==> src/rtl/gf2mv_pkg.sv <==
`default_nettype none
package gf2mv_pkg;

  localparam int unsigned DEFAULT_MATRIX_SIZE = 64;
  localparam int unsigned WORD_W              = 64;
  localparam int unsigned IDX_W               = 6;
  // rows folded per lane in the partial stage
  localparam int unsigned GROUP_SIZE          = 8;

  typedef enum logic {
    OP_LOAD     = 1'b0,
    OP_MULTIPLY = 1'b1
  } op_e;

  // per-stage control: incoming valid and register enable
  typedef struct packed {
    logic valid;
    logic adv;
  } stage_ctl_t;

endpackage
`default_nettype wire

==> src/rtl/gf2mv_reduce.sv <==
`default_nettype none
module gf2mv_reduce import gf2mv_pkg::*; #(
  parameter int unsigned MATRIX_SIZE = DEFAULT_MATRIX_SIZE,
  localparam int unsigned NUM_GROUPS = (MATRIX_SIZE + GROUP_SIZE - 1) / GROUP_SIZE
) (
  input  logic                   clk_i,
  input  logic                   rst_ni,
  input  stage_ctl_t             ctl_i,
  input  logic [MATRIX_SIZE-1:0] part_i [NUM_GROUPS],
  output logic                   valid_o,
  output logic [WORD_W-1:0]      product_o
);

  logic                   valid_q;
  logic [MATRIX_SIZE-1:0] acc;
  logic [WORD_W-1:0]      product_d;
  logic [WORD_W-1:0]      product_q;

  always_comb begin
    acc = '0;
    for (int g = 0; g < NUM_GROUPS; g++) begin
      acc = acc ^ part_i[g];
    end
    // columns past the matrix width read as zero
    product_d                  = '0;
    product_d[MATRIX_SIZE-1:0] = acc;
  end

  always_ff @(posedge clk_i or negedge rst_ni) begin
    if (!rst_ni) begin
      valid_q <= 1'b0;
    end else if (ctl_i.adv) begin
      valid_q <= ctl_i.valid;
    end
  end

  always_ff @(posedge clk_i) begin
    if (ctl_i.adv && ctl_i.valid) begin
      product_q <= product_d;
    end
  end

  assign valid_o   = valid_q;
  assign product_o = product_q;

endmodule
`default_nettype wire

==> config.mk <==
export PLATFORM = sky130hd
export DESIGN_NAME = gf2mv_reduce
export DESIGN_NICKNAME = d
export VERILOG_FILES = /design/src/rtl/gf2mv_pkg.sv /design/src/rtl/gf2mv_reduce.sv
export SDC_FILE = /design/constraint.sdc
export NUM_CORES = 1
export LEC_CHECK = 0
export ABC_CLOCK_PERIOD_IN_PS = 800
export BUFFER_PORTS_ARGS = -buffer_cell sky130_fd_sc_hd__buf_2
export CAP_MARGIN = 20
export CORE_AREA = 2 2 228 230
export CTS_CLUSTER_SIZE = 20
export DETAILED_ROUTE_END_ITERATION = 12
export DIE_AREA = 0 0 230 232
export PLACE_DENSITY_LB_ADDON = 0.1
export SYNTH_ARGS = -nofsm -noshare
export SYNTH_HDL_FRONTEND = slang
export SYNTH_SLANG_ARGS = --single-unit
==> constraint.sdc <==
create_clock -name clk_i -period 0.8 [get_ports clk_i]
set_input_delay 0.12 -clock clk_i [delete_from_list [all_inputs] [get_ports clk_i]]
set_output_delay 0.12 -clock clk_i [all_outputs]
set_load 0.02 [all_outputs]
==> results.yml <==
setup_path:
  cp_num_buf_inv: 1
  endpoint_kind: "output pin"
  r2r_slack_ns: 0.03
  required_ns: 0.68
  cp_top_family: "flip-flops"
  cp-start-kind: "register"
  cpPeakStageDelay_ns: 0.43
  cp_max_fo: 1
  cp_slowest_cell: "edfxtp_1"
  path_class: "reg2out"
  crit_chain: "buf_6"
  crit_arrival_ns: 0.95
yosys:
  syn_area_per_cell_um2: 11.4
  seq_area_frac_synth_pct: 33.1
  netlist_instances: 515
  ys_ff_latch: 65
  syn_nets: 1031
  ys_types: 6
  netlist_area_mm2: 0.00589
  synth_warnings: 0
finish:
  final_common_cell: "buf_2"
  antennaDiodeCount: 0
  area_growth_pct: 76.5
  seqCellArea_mm2: 0.00195
  final-instance-count-excl-fill: 1798
  multi_input_area_mm2: 0.00394
  fin_area_mm2: 0.0104
  final_nets: 1629
  most-common-layout-cells: "buf_2, xnor2_1, xor2_1, edfxtp_1, buf_6"
  nFillCells: 5697
  layout-drive-gt1-share_pct: 53.8
floorplan:
  rows: 83
  initial_core_util_pct: 11.6
  dieArea_mm2: 0.0534
  die_y_um: 232
  coreArea_mm2: 0.0509
  die_x_um: 230
  io_pins: 581
run_status:
  violations: "negative setup slack"
  status: "finished, violations left"
global_route:
  antenna_found_initial: 0
  gr-total-overflow: 0
  grt_pass1_wl_mm: 32.7
  grt.total_usage_pct: 8.35
  grt_pass1_vias: 5798
  grt_max_degree: 34
sta:
  hold_viol: 0
  fmax_mhz: 933
  max_slew.worst_pin.slew_ns: 0.314
  worst_clock_skew_ns: 0
  slew_headroom_pct: 78.9
  whs_ns: 0.0445
  post-route-period-util_pct: 134
  min_period_ns: 1.07
  maxSlewViolCount: 0
  layout_setup_ws_ns: -0.272
  setup_viol: 65
  rsz0062_at_grt: "true"
flow_run:
  maxCapViolations: 0
power:
  peakVddDrop_uv: 996
  power_density_mw_per_mm2: 1590
  pwr-share-comb_pct: 45.5
  p_seq_share_pct: 29.9
  switching_share_pct: 31.6
  p_int_mw: 11.3
  p_switching_mw: 5.20
  clkPwrFrac_pct: 24.6
  power.total_mw: 16.5
  p_leak_nw: 4.27
placement:
  placed_area_mm2: 0.00971
  port_buffers: 580
  hpwl_mm: 20.4
  gp_congestion: 0.753
  preCtsSetupSlack_ns: -0.328
  dp_cells: 1780
cts:
  cts_sinks: 65
  cts_tree: "yes"
  clockRootBuffer: "clkbuf_16"
  cts_buffers: 9
  clk_path_buf_depth: 2
  clkSlewWorstSetupHoldPaths_ns: 0.06
  post_cts_buffers: 0
  clkLatencyLatePin_ns: 0.36
  cts_max_level: 3
route:
  finalWirelength_mm: 22.9
  viasPerCell: 3.05
  postRouteAntennaNets: 0
  num_vias: 5486
  drtPass1Iterations: 4
  routedWlPerCell_um: 12.7
  route.detailed.drc: 0
  drtIter0Drc: 76
min_path:
  hold_class: "in2reg"
synthesized netlist by cell type:
library cell  instances  area (um2)
xnor2_1             384        3360
dfrtp_1               1        25.0
mux2_2                1        11.3
xor2_1               64         561
and2_1                1        6.26
edfxtp_1             64        1920
power by group through the flow:
stage	registers, mW	logic, mW	clock network (mW)
2_1_floorplan	5.60	3.63	0
3_5_place_dp	4.88	7.15	0
5_1_grt	4.99	8.22	4.52
3_3_place_gp	4.88	7.19	0
4_1_cts	4.93	7.66	4.42
6_report	4.93	7.51	4.05
path summary, 6_finish.rpt:
kind | from | endpoint | depth (start not counted)
worst max-delay path | product_o[21]$_DFFE_PP_ | product_o[21] | 1
worst min-delay path | ctl_i[0] | valid_o$_DFFE_PN0P_ | 2
worst max register to register | valid_o$_DFFE_PN0P_ | valid_o$_DFFE_PN0P_ | 1
worst min register to register | valid_o$_DFFE_PN0P_ | valid_o$_DFFE_PN0P_ | 1
max in group asynchronous | rst_ni | valid_o$_DFFE_PN0P_ | 2
min in group asynchronous | rst_ni | valid_o$_DFFE_PN0P_ | 2
flip-flops by register name, summed over array words and instances, names as in the netlist:
register,cells
product_o,64
valid_o,1
area by class of cell:
type | instances | share of cell area, %
multi-input combinational | 450 | 38.0
timing repair buffer | 587 | 32.3
sequential | 65 | 18.7
tap | 680 | 8.19
clock buffer | 9 | 2.17
clock inverter | 7 | 0.590
per-layer routing:
layer	track usage (%)	vias to the layer above	part of all wire [%]
met5	0	-	0
met1	7.69	2393	33
met2	16.4	275	56
met3	3.92	7	9.8
met4	2.00	0	0.89
li1	-	2811	-
kinds of logic after synthesis:
family / share of synthesized area [%]
and+or+nand+nor: 0.106
DFF: 33.1
xor gates and xnor gates: 66.6
muxes: 0.191
stage by stage:
stage / utilization (%) / setup TNS (ns)
6_report: 20.4 / -13.60
5_1_grt: 20.4 / -18.01
4_1_cts: 20.3 / -17.14
3_5_place_dp: 19.1 / -24.51
3_3_place_gp: 19.1 / -24.49
2_1_floorplan: - / -14.98
repair_timing:
item,4_1_cts,5_1_grt
setup endpoints to repair,65,65
resized for setup,102,19
endpoints found under the hold margin,2,0
hold buffers,2,0
Note: power is estimated with default switching activity, not from simulation.
